[config.mk]
export PLATFORM = sky130hd
export DESIGN_NAME = battery_cell_voltage_monitor
export DESIGN_NICKNAME = d
export VERILOG_FILES = /design/src/design/bcvm_pkg.sv /design/src/design/battery_cell_voltage_monitor.sv /design/src/design/bcvm_div.sv /design/src/design/bcvm_scan.sv
export SDC_FILE = /design/constraint.sdc
export NUM_CORES = 2
export LEC_CHECK = 0
export BUFFER_PORTS_ARGS = -buffer_cell sky130_fd_sc_hd__buf_2
export CAP_MARGIN = 30
export CORE_UTILIZATION = 63
export DETAILED_ROUTE_END_ITERATION = 8
export PLACE_DENSITY = 0.79
export SLEW_MARGIN = 25
export SYNTH_ARGS = -nofsm -noshare
export SYNTH_HDL_FRONTEND = slang
export SYNTH_SLANG_ARGS = --single-unit
[constraint.sdc]
create_clock -name i_clk -period 13.5 [get_ports i_clk]
set_input_delay 2.025 -clock i_clk [delete_from_list [all_inputs] [get_ports i_clk]]
set_output_delay 2.025 -clock i_clk [all_outputs]
set_load 0.03 [all_outputs]
[src/design/bcvm_pkg.sv]
// ----------------------------------------------------------------------------
// bcvm_pkg
// Shared types and constants for the battery cell voltage monitor.
// ----------------------------------------------------------------------------
package bcvm_pkg;

    // Fixed field widths.
    localparam int NUM_CELLS  = 4;
    localparam int SAMPLE_W   = 12;
    localparam int SUM_W      = 16;
    localparam int ACC_W      = 32;
    localparam int VOLT_W     = 16;
    localparam int CNT_W      = 4;
    localparam int CNT5_W     = 5;
    localparam int CH_W       = 2;
    localparam int CFG_W      = 16;
    localparam int CFG_ADDR_W = 2;
    localparam int IN_DATA_W  = 64;
    localparam int OUT_DATA_W = 64;

    // Shared divider geometry: 32-bit dividend, 12-bit divisor.
    localparam int QUO_W      = 32;
    localparam int DVS_W      = 12;
    localparam int DIV_CNT_W  = 6;

    // Configuration register indexes.
    localparam logic [CFG_ADDR_W-1:0] REG_SCALE = 2'd0;
    localparam logic [CFG_ADDR_W-1:0] REG_SPW   = 2'd1;
    localparam logic [CFG_ADDR_W-1:0] REG_WPR   = 2'd2;

    // Reset values and legal ranges of the configuration registers.
    localparam logic [CFG_W-1:0]  SCALE_RST = 16'd6250;
    localparam logic [CNT5_W-1:0] SPW_RST   = 5'd10;
    localparam logic [CNT5_W-1:0] WPR_RST   = 5'd10;
    localparam logic [CNT5_W-1:0] SPW_MIN   = 5'd3;
    localparam logic [CNT5_W-1:0] SPW_MAX   = 5'd16;
    localparam logic [CNT5_W-1:0] WPR_MIN   = 5'd1;
    localparam logic [CNT5_W-1:0] WPR_MAX   = 5'd16;

    typedef logic [SAMPLE_W-1:0] t_sample;

    // Sequencer states.
    typedef enum logic [2:0] {
        ST_IDLE,
        ST_MUL,
        ST_LOAD,
        ST_DIV,
        ST_ACC,
        ST_AVG_LOAD,
        ST_AVG_DIV,
        ST_OUT
    } t_state;

endpackage

[src/design/battery_cell_voltage_monitor.sv]
// ----------------------------------------------------------------------------
// battery_cell_voltage_monitor
// Trimmed-mean cell voltage monitor with one shared serial divider.
// ----------------------------------------------------------------------------
//  Channel   Direction  Signals                    Contents
//  s_axis    in         tvalid/tready/tdata[63:0]  one ADC scan of taps and vref
//  m_axis    out        tvalid/tready/tdata[63:0]  four cell averages, tuser=fault
//  cfg       in         we/addr[1:0]/wdata[15:0]   scale, scans/window, windows/report
//
//  A scan that does not close a window is taken without holding the input. A
//  closing scan holds the input off: for each tap channel a multiply, a divider
//  load and a division, then the accumulate step, or only the accumulate step
//  with a zero reference. A report adds a divider load and a division per cell,
//  then the output step, which waits for the output register to free.
//  A held result does not stop scans; only the next report waits for the
//  output register to free. Reset is synchronous, active low, and restores
//  the register defaults.
// ----------------------------------------------------------------------------
module battery_cell_voltage_monitor #(
    parameter int TAP_CHANNELS = 4
) (
    input  logic                                i_clk,
    input  logic                                i_rst_n,
    // Scan stream. tdata: tap0, tap1, tap2, tap3, reference (12 bits each).
    input  logic                                i_s_axis_tvalid,
    output logic                                o_s_axis_tready,
    input  logic [bcvm_pkg::IN_DATA_W-1:0]      i_s_axis_tdata,
    // Result stream. tdata: cell0..cell3 voltage (16 bits each).
    output logic                                o_m_axis_tvalid,
    input  logic                                i_m_axis_tready,
    output logic [bcvm_pkg::OUT_DATA_W-1:0]     o_m_axis_tdata,
    // tuser: reference_fault.
    output logic                                o_m_axis_tuser,
    // Configuration writes.
    input  logic                                i_cfg_we,
    input  logic [bcvm_pkg::CFG_ADDR_W-1:0]     i_cfg_addr,
    input  logic [bcvm_pkg::CFG_W-1:0]          i_cfg_wdata
);
    import bcvm_pkg::*;

    localparam int SEL_W = (TAP_CHANNELS > 1) ? $clog2(TAP_CHANNELS) : 1;
    localparam logic [CH_W-1:0] LAST_TAP  = CH_W'(TAP_CHANNELS - 1);
    localparam logic [CH_W-1:0] LAST_CELL = CH_W'(NUM_CELLS - 1);

    // Configuration registers.
    logic [CFG_W-1:0]  r_scale;
    logic [CNT5_W-1:0] r_spw;
    logic [CNT5_W-1:0] r_wpr;

    // Sequencer and counters.
    t_state            r_state;
    t_state            n_state;
    logic [CNT_W-1:0]  r_scan_cnt;
    logic [CNT_W-1:0]  r_win_cnt;
    logic [CH_W-1:0]   r_ch;
    logic              r_fault;
    logic              r_neg;
    logic [DVS_W-1:0]  r_vref;
    logic [QUO_W-1:0]  r_prod;
    logic [QUO_W-1:0]  r_val [TAP_CHANNELS];
    logic [ACC_W-1:0]  r_acc [NUM_CELLS];
    logic [VOLT_W-1:0] r_avg [NUM_CELLS];

    // Output register.
    logic                  r_out_valid;
    logic [OUT_DATA_W-1:0] r_out_data;
    logic                  r_out_fault;

    // Combinational signals.
    t_sample [NUM_CELLS-1:0] w_taps;
    t_sample                 w_vref;
    logic                    w_accept;
    logic [CNT5_W-1:0]       w_spw_eff;
    logic [CNT5_W-1:0]       w_wpr_eff;
    logic                    w_win_close;
    logic                    w_rep_end;
    logic [SUM_W-1:0]        w_trimmed;
    logic [ACC_W-1:0]        w_acc_sel;
    logic [ACC_W-1:0]        w_acc_mag;
    logic                    w_out_free;
    logic                    w_ready;
    logic                    w_div_start;
    logic [QUO_W-1:0]        w_div_dvd;
    logic [DVS_W-1:0]        w_div_dvs;
    logic                    w_div_done;
    logic [QUO_W-1:0]        w_div_quo;
    logic [VOLT_W-1:0]       w_quo16;

    // Unpack the scan.
    always_comb begin
        for (int ch = 0; ch < NUM_CELLS; ch++) begin
            w_taps[ch] = i_s_axis_tdata[ch*SAMPLE_W +: SAMPLE_W];
        end
        w_vref = i_s_axis_tdata[NUM_CELLS*SAMPLE_W +: SAMPLE_W];
    end

    // Effective counts, saturated to their legal ranges.
    always_comb begin
        if (r_spw < SPW_MIN) begin
            w_spw_eff = SPW_MIN;
        end else if (r_spw > SPW_MAX) begin
            w_spw_eff = SPW_MAX;
        end else begin
            w_spw_eff = r_spw;
        end
        if (r_wpr < WPR_MIN) begin
            w_wpr_eff = WPR_MIN;
        end else if (r_wpr > WPR_MAX) begin
            w_wpr_eff = WPR_MAX;
        end else begin
            w_wpr_eff = r_wpr;
        end
        w_win_close = (({1'b0, r_scan_cnt} + 1'b1) >= w_spw_eff);
        w_rep_end   = (({1'b0, r_win_cnt} + 1'b1) >= w_wpr_eff);
    end

    assign w_accept   = i_s_axis_tvalid && w_ready;
    assign w_out_free = !r_out_valid || i_m_axis_tready;

    // Accumulator magnitude for the averaging divisions.
    always_comb begin
        w_acc_sel = r_acc[r_ch];
        w_acc_mag = w_acc_sel[ACC_W-1] ? (ACC_W'(0) - w_acc_sel) : w_acc_sel;
        w_quo16   = w_div_quo[VOLT_W-1:0];
    end

    // Window statistics.
    bcvm_scan #(
        .TAP_CHANNELS (TAP_CHANNELS)
    ) u_scan (
        .i_clk     (i_clk),
        .i_load    (w_accept),
        .i_first   (r_scan_cnt == '0),
        .i_taps    (w_taps),
        .i_sel     (r_ch),
        .o_trimmed (w_trimmed)
    );

    // Shared divider.
    bcvm_div u_div (
        .i_clk      (i_clk),
        .i_rst_n    (i_rst_n),
        .i_start    (w_div_start),
        .i_dividend (w_div_dvd),
        .i_divisor  (w_div_dvs),
        .o_done     (w_div_done),
        .o_quotient (w_div_quo)
    );

    // Next-state logic.
    always_comb begin
        n_state = r_state;
        unique case (r_state)
            ST_IDLE: begin
                if (w_accept && w_win_close) begin
                    n_state = (w_vref == '0) ? ST_ACC : ST_MUL;
                end
            end
            ST_MUL: begin
                n_state = ST_LOAD;
            end
            ST_LOAD: begin
                n_state = ST_DIV;
            end
            ST_DIV: begin
                if (w_div_done) begin
                    n_state = (r_ch == LAST_TAP) ? ST_ACC : ST_MUL;
                end
            end
            ST_ACC: begin
                n_state = w_rep_end ? ST_AVG_LOAD : ST_IDLE;
            end
            ST_AVG_LOAD: begin
                n_state = ST_AVG_DIV;
            end
            ST_AVG_DIV: begin
                if (w_div_done) begin
                    n_state = (r_ch == LAST_CELL) ? ST_OUT : ST_AVG_LOAD;
                end
            end
            ST_OUT: begin
                if (w_out_free) begin
                    n_state = ST_IDLE;
                end
            end
            default: begin
                n_state = ST_IDLE;
            end
        endcase
    end

    // State-decoded outputs: ready and divider operand selection.
    always_comb begin
        w_ready     = 1'b0;
        w_div_start = 1'b0;
        w_div_dvd   = r_prod;
        w_div_dvs   = r_vref;
        unique case (r_state)
            ST_IDLE: begin
                w_ready = 1'b1;
            end
            ST_LOAD: begin
                w_div_start = 1'b1;
            end
            ST_AVG_LOAD: begin
                w_div_start = 1'b1;
                w_div_dvd   = w_acc_mag;
                w_div_dvs   = DVS_W'(w_wpr_eff);
            end
            default: begin
                w_ready = 1'b0;
            end
        endcase
    end

    // Configuration register writes.
    always_ff @(posedge i_clk) begin
        if (!i_rst_n) begin
            r_scale <= SCALE_RST;
            r_spw   <= SPW_RST;
            r_wpr   <= WPR_RST;
        end else if (i_cfg_we) begin
            unique case (i_cfg_addr)
                REG_SCALE: r_scale <= i_cfg_wdata;
                REG_SPW:   r_spw   <= i_cfg_wdata[CNT5_W-1:0];
                REG_WPR:   r_wpr   <= i_cfg_wdata[CNT5_W-1:0];
                default: begin
                    r_scale <= r_scale;
                end
            endcase
        end
    end

    // Sequencer control state.
    always_ff @(posedge i_clk) begin
        if (!i_rst_n) begin
            r_state    <= ST_IDLE;
            r_scan_cnt <= '0;
            r_win_cnt  <= '0;
            r_ch       <= '0;
            r_fault    <= 1'b0;
            for (int k = 0; k < NUM_CELLS; k++) begin
                r_acc[k] <= '0;
            end
        end else begin
            r_state <= n_state;
            case (r_state)
                ST_IDLE: begin
                    r_ch <= '0;
                    if (w_accept) begin
                        if (w_win_close) begin
                            r_scan_cnt <= '0;
                            if (w_vref == '0) begin
                                r_fault <= 1'b1;
                            end
                        end else begin
                            r_scan_cnt <= r_scan_cnt + 1'b1;
                        end
                    end
                end
                ST_DIV: begin
                    if (w_div_done && r_ch != LAST_TAP) begin
                        r_ch <= r_ch + 1'b1;
                    end
                end
                ST_ACC: begin
                    // Cell k is tap (TAP_CHANNELS-1-k) minus the tap above it.
                    for (int k = 0; k < TAP_CHANNELS; k++) begin
                        if (k == 0) begin
                            r_acc[k] <= r_acc[k] + r_val[TAP_CHANNELS-1];
                        end else begin
                            r_acc[k] <= r_acc[k] + r_val[TAP_CHANNELS-1-k]
                                      - r_val[TAP_CHANNELS-k];
                        end
                    end
                    r_ch <= '0;
                    if (w_rep_end) begin
                        r_win_cnt <= '0;
                    end else begin
                        r_win_cnt <= r_win_cnt + 1'b1;
                    end
                end
                ST_AVG_DIV: begin
                    if (w_div_done) begin
                        r_acc[r_ch] <= '0;
                        if (r_ch != LAST_CELL) begin
                            r_ch <= r_ch + 1'b1;
                        end
                    end
                end
                ST_OUT: begin
                    if (w_out_free) begin
                        r_fault <= 1'b0;
                    end
                end
                default: begin
                    r_ch <= r_ch;
                end
            endcase
        end
    end

    // Datapath registers of the sequencer.
    always_ff @(posedge i_clk) begin
        case (r_state)
            ST_IDLE: begin
                if (w_accept && w_win_close) begin
                    r_vref <= w_vref;
                    // A zero reference makes the window contribute nothing.
                    if (w_vref == '0) begin
                        for (int ch = 0; ch < TAP_CHANNELS; ch++) begin
                            r_val[ch] <= '0;
                        end
                    end
                end
            end
            ST_MUL: begin
                r_prod <= QUO_W'(w_trimmed) * QUO_W'(r_scale);
            end
            ST_DIV: begin
                if (w_div_done) begin
                    r_val[r_ch[SEL_W-1:0]] <= w_div_quo;
                end
            end
            ST_AVG_LOAD: begin
                r_neg <= w_acc_sel[ACC_W-1];
            end
            ST_AVG_DIV: begin
                if (w_div_done) begin
                    r_avg[r_ch] <= r_neg ? (VOLT_W'(0) - w_quo16) : w_quo16;
                end
            end
            default: begin
                r_neg <= r_neg;
            end
        endcase
    end

    // Output register: loaded once the previous result has been taken.
    always_ff @(posedge i_clk) begin
        if (!i_rst_n) begin
            r_out_valid <= 1'b0;
        end else if (r_state == ST_OUT && w_out_free) begin
            r_out_valid <= 1'b1;
        end else if (i_m_axis_tready) begin
            r_out_valid <= 1'b0;
        end
    end

    always_ff @(posedge i_clk) begin
        if (r_state == ST_OUT && w_out_free) begin
            r_out_data  <= {r_avg[3], r_avg[2], r_avg[1], r_avg[0]};
            r_out_fault <= r_fault;
        end
    end

    assign o_s_axis_tready = w_ready;
    assign o_m_axis_tvalid = r_out_valid;
    assign o_m_axis_tdata  = r_out_data;
    assign o_m_axis_tuser  = r_out_fault;

endmodule

[src/design/bcvm_div.sv]
// ----------------------------------------------------------------------------
// bcvm_div
// Shared restoring divider, one quotient bit per cycle.
// ----------------------------------------------------------------------------
module bcvm_div (
    input  logic                       i_clk,
    input  logic                       i_rst_n,
    input  logic                       i_start,
    input  logic [bcvm_pkg::QUO_W-1:0] i_dividend,
    input  logic [bcvm_pkg::DVS_W-1:0] i_divisor,
    output logic                       o_done,
    output logic [bcvm_pkg::QUO_W-1:0] o_quotient
);
    import bcvm_pkg::*;

    logic                 r_busy;
    logic                 r_done;
    logic [DIV_CNT_W-1:0] r_cnt;
    logic [DVS_W-1:0]     r_rem;
    logic [DVS_W-1:0]     r_dvs;
    logic [QUO_W-1:0]     r_quo;

    logic [DVS_W:0]       w_shift;
    logic [DVS_W:0]       w_diff;
    logic                 w_ge;

    // Trial subtraction of the divisor from the shifted partial remainder.
    always_comb begin
        w_shift = {r_rem, r_quo[QUO_W-1]};
        w_diff  = w_shift - {1'b0, r_dvs};
        w_ge    = (w_shift >= {1'b0, r_dvs});
    end

    // Control: a start loads the operands and runs one step per cycle.
    always_ff @(posedge i_clk) begin
        if (!i_rst_n) begin
            r_busy <= 1'b0;
            r_done <= 1'b0;
            r_cnt  <= '0;
        end else begin
            r_done <= 1'b0;
            if (i_start) begin
                r_busy <= 1'b1;
                r_cnt  <= DIV_CNT_W'(QUO_W);
            end else if (r_busy) begin
                r_cnt <= r_cnt - 1'b1;
                if (r_cnt == DIV_CNT_W'(1)) begin
                    r_busy <= 1'b0;
                    r_done <= 1'b1;
                end
            end
        end
    end

    // Datapath: dividend bits shift out on top, quotient bits shift in below.
    always_ff @(posedge i_clk) begin
        if (i_start) begin
            r_rem <= '0;
            r_dvs <= i_divisor;
            r_quo <= i_dividend;
        end else if (r_busy) begin
            r_rem <= w_ge ? w_diff[DVS_W-1:0] : w_shift[DVS_W-1:0];
            r_quo <= {r_quo[QUO_W-2:0], w_ge};
        end
    end

    assign o_done     = r_done;
    assign o_quotient = r_quo;

endmodule

[src/design/bcvm_scan.sv]
// ----------------------------------------------------------------------------
// bcvm_scan
// Per-channel window statistics: running sum, maximum and minimum.
// ----------------------------------------------------------------------------
module bcvm_scan #(
    parameter int TAP_CHANNELS = 4
) (
    input  logic                                          i_clk,
    input  logic                                          i_load,
    input  logic                                          i_first,
    input  bcvm_pkg::t_sample [bcvm_pkg::NUM_CELLS-1:0]  i_taps,
    input  logic [bcvm_pkg::CH_W-1:0]                     i_sel,
    output logic [bcvm_pkg::SUM_W-1:0]                    o_trimmed
);
    import bcvm_pkg::*;

    localparam int SEL_W = (TAP_CHANNELS > 1) ? $clog2(TAP_CHANNELS) : 1;

    logic [SUM_W-1:0] r_sum [TAP_CHANNELS];
    t_sample          r_max [TAP_CHANNELS];
    t_sample          r_min [TAP_CHANNELS];

    // The first scan of a window seeds all three; later scans fold in.
    always_ff @(posedge i_clk) begin
        for (int ch = 0; ch < TAP_CHANNELS; ch++) begin
            if (i_load) begin
                if (i_first) begin
                    r_sum[ch] <= SUM_W'(i_taps[ch]);
                    r_max[ch] <= i_taps[ch];
                    r_min[ch] <= i_taps[ch];
                end else begin
                    r_sum[ch] <= r_sum[ch] + SUM_W'(i_taps[ch]);
                    if (i_taps[ch] > r_max[ch]) begin
                        r_max[ch] <= i_taps[ch];
                    end
                    if (i_taps[ch] < r_min[ch]) begin
                        r_min[ch] <= i_taps[ch];
                    end
                end
            end
        end
    end

    // Trimmed sum of the selected channel; a window holds at least three
    // scans, so it never goes negative.
    always_comb begin
        o_trimmed = r_sum[i_sel[SEL_W-1:0]]
                  - SUM_W'(r_max[i_sel[SEL_W-1:0]])
                  - SUM_W'(r_min[i_sel[SEL_W-1:0]]);
    end

endmodule

==> impl_metrics.tcl <==
set metrics [dict create \
    cts_setup_buffers 0 \
    slowest_delay_ns 0.83 \
    reg2reg_to "r_prod[31]" \
    cpMostUsedCell "fa_1" \
    dp_slack_ns 3.21 \
    cts_tree "built" \
    synthSimpleGateAreaFrac_pct 13.4 \
    die_width_um 287 \
    cts.path.max_buffers 3 \
    antenna_found_initial 12 \
    placed_area_sq_mm 0.0532 \
    yosysUniqueCellTypes 93 \
    die_h_um 287 \
    ys_seq_area_share_pct 37.1 \
    clk_pin_slew_ns 0.07 \
    synth_warnings 0 \
    clkLatencyLatePin_ns 0.66 \
    fin_nets 6041 \
    post-route-min-period_ns 10.35 \
    reg2reg_depth 33 \
    ff2ff_setup_slack_ns 3.15 \
    initial_core_util_pct 63.7 \
    htree_levels 3 \
    synth_compound_area_share_pct 11.7 \
    cts_buffers 77 \
    overflow 0 \
    period_share_pct 76.6 \
    drive_gt1_share_pct 8.80 \
    die_area_sq_mm 0.0824 \
    place_congestion 0.948 \
    fin_ws_ns 3.15 \
    area_growth_pct 9.39 \
    skew_ns 0.0407 \
    arrival_ns 10.71 \
    ant_nets 0 \
    synth.avg_cell_area_sq_um 10.0 \
    wl_per_cell_um 21.0 \
    fill_cells 5807 \
    worst_slew_pin_slew_ns 1.00 \
    finalSetupViolCount 0 \
    dr.pass1.iters 5 \
    grt_max_degree 75 \
    grt_usage_pct 32.8 \
    vias 38400 \
    relSlewSlack_pct 33.1 \
    tns_ns 0 \
    synthAdderAreaFrac_pct 22.1 \
    synthArstFlopShare_pct 0 \
    rows 104 \
    drc_errors 0 \
    hold_viol 0 \
    vias_per_cell 6.04 \
    path_buf_inv 6 \
    critical_path_cell_count 33 \
    synth-seq-cells 697 \
    drtIter0Drc 3484 \
    synth_cells 5108 \
    muxShareOfSynthArea_pct 4.04 \
    crit_fanout 41 \
    crit_slowest_cell "dfxtp_4" \
    path_class "reg2reg" \
    mostFrequentLayoutCells "797 x inv_1, 543 x nand2_1, 506 x edfxtp_1" \
    endpoint "r_prod[31]" \
    finalMaxSlewViolations 0 \
    fmax_ghz 0.0967 \
    critPathTopFamily "adder cells" \
    yosys.area_share.xor_xnor_pct 4.39 \
    final_common_cell "inv_1" \
    hpwl_um 98100 \
    routed_wl_um 134000 \
    syn_nets 5917 \
    cts_resized 0 \
    ctsHoldBuffers 0 \
    min_path_type "reg2reg" \
    hold_ws_ns 0.410 \
    coreArea_sq_mm 0.0804 \
    cp-end-kind "flop" \
    cts_root_buf "clkbuf_16" \
    start_kind "flop" \
    synth_edf_count 506 \
    outcome "complete, no violations" \
    io_pins 154 \
    grt_pass1_wl_um 209000 \
    critPathRequiredTime_ns 13.87 \
    dominantRegCellSynth "edfxtp_1" \
    design_area_sq_mm 0.0560 \
    cts_sinks 697 \
    cap_viol_max_count 0 \
    grt_pass1_vias 38800 \
    synth_top_family_by_area "adder cells" \
    netlist_area_sq_mm 0.0512 \
    io_buffers 149 \
    rsz0062_at_grt "no" \
]
==> layout make-up <==
class | count | area [sq um] | share of cell area [%]
clock inverters | 40 | 608 | 1.09
well taps | 1060 | 1330 | 2.37
inverters | 799 | 3000 | 5.35
multi-input cells | 3448 | 28700 | 51.2
repair buffers | 209 | 1250 | 2.23
diodes | 8 | 20.0 | 0.0357
clock buffers | 103 | 2120 | 3.78
flip-flops and latches | 697 | 19000 | 34.0
==> cell usage after synthesis, types with 25 or more instances <==
cell type / n / area (sq um)
ha_1: 417 / 5220
nand2b_1: 45 / 282
clkbuf_1: 124 / 465
fa_1: 305 / 6110
and2_1: 245 / 1530
inv_1: 797 / 2990
a21o_1: 132 / 991
a31oi_1: 45 / 282
nor2b_1: 56 / 350
mux4_2: 59 / 1330
a21oi_1: 283 / 1420
nor2_1: 207 / 777
buf_1: 25 / 93.8
a211oi_1: 36 / 270
nor3_1: 72 / 360
mux2i_1: 30 / 300
xnor2_1: 148 / 1300
nand3_1: 77 / 385
o21a_1: 31 / 233
and3_1: 26 / 163
nand4_1: 25 / 156
or3_1: 32 / 200
xor2_1: 105 / 920
o21ai_0: 218 / 1090
nand2_1: 546 / 2050
dfxtp_1: 191 / 3820
edfxtp_1: 506 / 15200
==> worst min-delay path by stage <==
stage                             from            endpoint  slack (ns)  cells after the start
after floorplan            r_avg[0][0]   o_m_axis_tdata[0]        0.40                      0
after global placement    r_avg[1][15]  o_m_axis_tdata[31]        0.40                      0
after detailed placement  r_avg[0][12]  o_m_axis_tdata[12]        0.40                      0
after CTS                 r_avg[3][13]  o_m_axis_tdata[61]        0.41                      0
after global routing      r_avg[3][13]  o_m_axis_tdata[61]        0.41                      0
final                      r_avg[3][2]  o_m_axis_tdata[50]        0.41                      0
==> metal layers <==
metal | track usage, % | part of all wire, %
met5 | 0 | 0
met4 | 13.1 | 3.7
met2 | 55.0 | 48
met3 | 5.36 | 9.0
met1 | 42.5 | 39
==> through the flow <==
step | util [%] | cells
after global routing | 69.6 | 6364
after global placement | 66.0 | 6204
after CTS | 69.6 | 6354
after floorplan | - | 5108
final | 69.6 | 6364
after detailed placement | 66.2 | 6211
==> logic make-up after synthesis <==
logic type / count (synthesis)
fa+ha+maj: 722
mux: 112
xor+xnor: 255
simple gates: 1404
flops: 697
compound gates: 955
buf+inv: 963
==> registers in the layout, summed over array words and instances, names as in the netlist, 2 cells and up, named ones only <==
| register | cells |
|---|---|
| o_m_axis_tdata | 64 |
| r_acc | 128 |
| r_avg | 64 |
| r_ch | 2 |
| r_prod | 32 |
| r_scale | 16 |
| r_scan_cnt | 4 |
| r_spw | 5 |
| r_state | 3 |
| r_val | 128 |
| r_vref | 12 |
| r_win_cnt | 4 |
| r_wpr | 5 |
| u_div.o_quotient | 32 |
| u_div.r_cnt | 6 |
| u_div.r_dvs | 12 |
| u_div.r_rem | 12 |
| u_scan.r_max | 48 |
| u_scan.r_min | 48 |
| u_scan.r_sum | 64 |
==> worst register-to-register path: cells and delay by family (launching register included) <==
kind / cells / cell delay (ns)
AO/OA/AOI/OAI: 12 / 3.06
XOR/XNOR: 2 / 0.35
adder cells (fa/ha/maj): 9 / 4.12
buffers and inverters: 6 / 0.47
flip-flops: 1 / 0.83
multiplexers: 1 / 0.65
AND/OR/NAND/NOR: 3 / 0.57
Power is left out: the tool's default activity adds up to more than one toggle a clock period on the data nets, which glitch-free logic cannot reach.
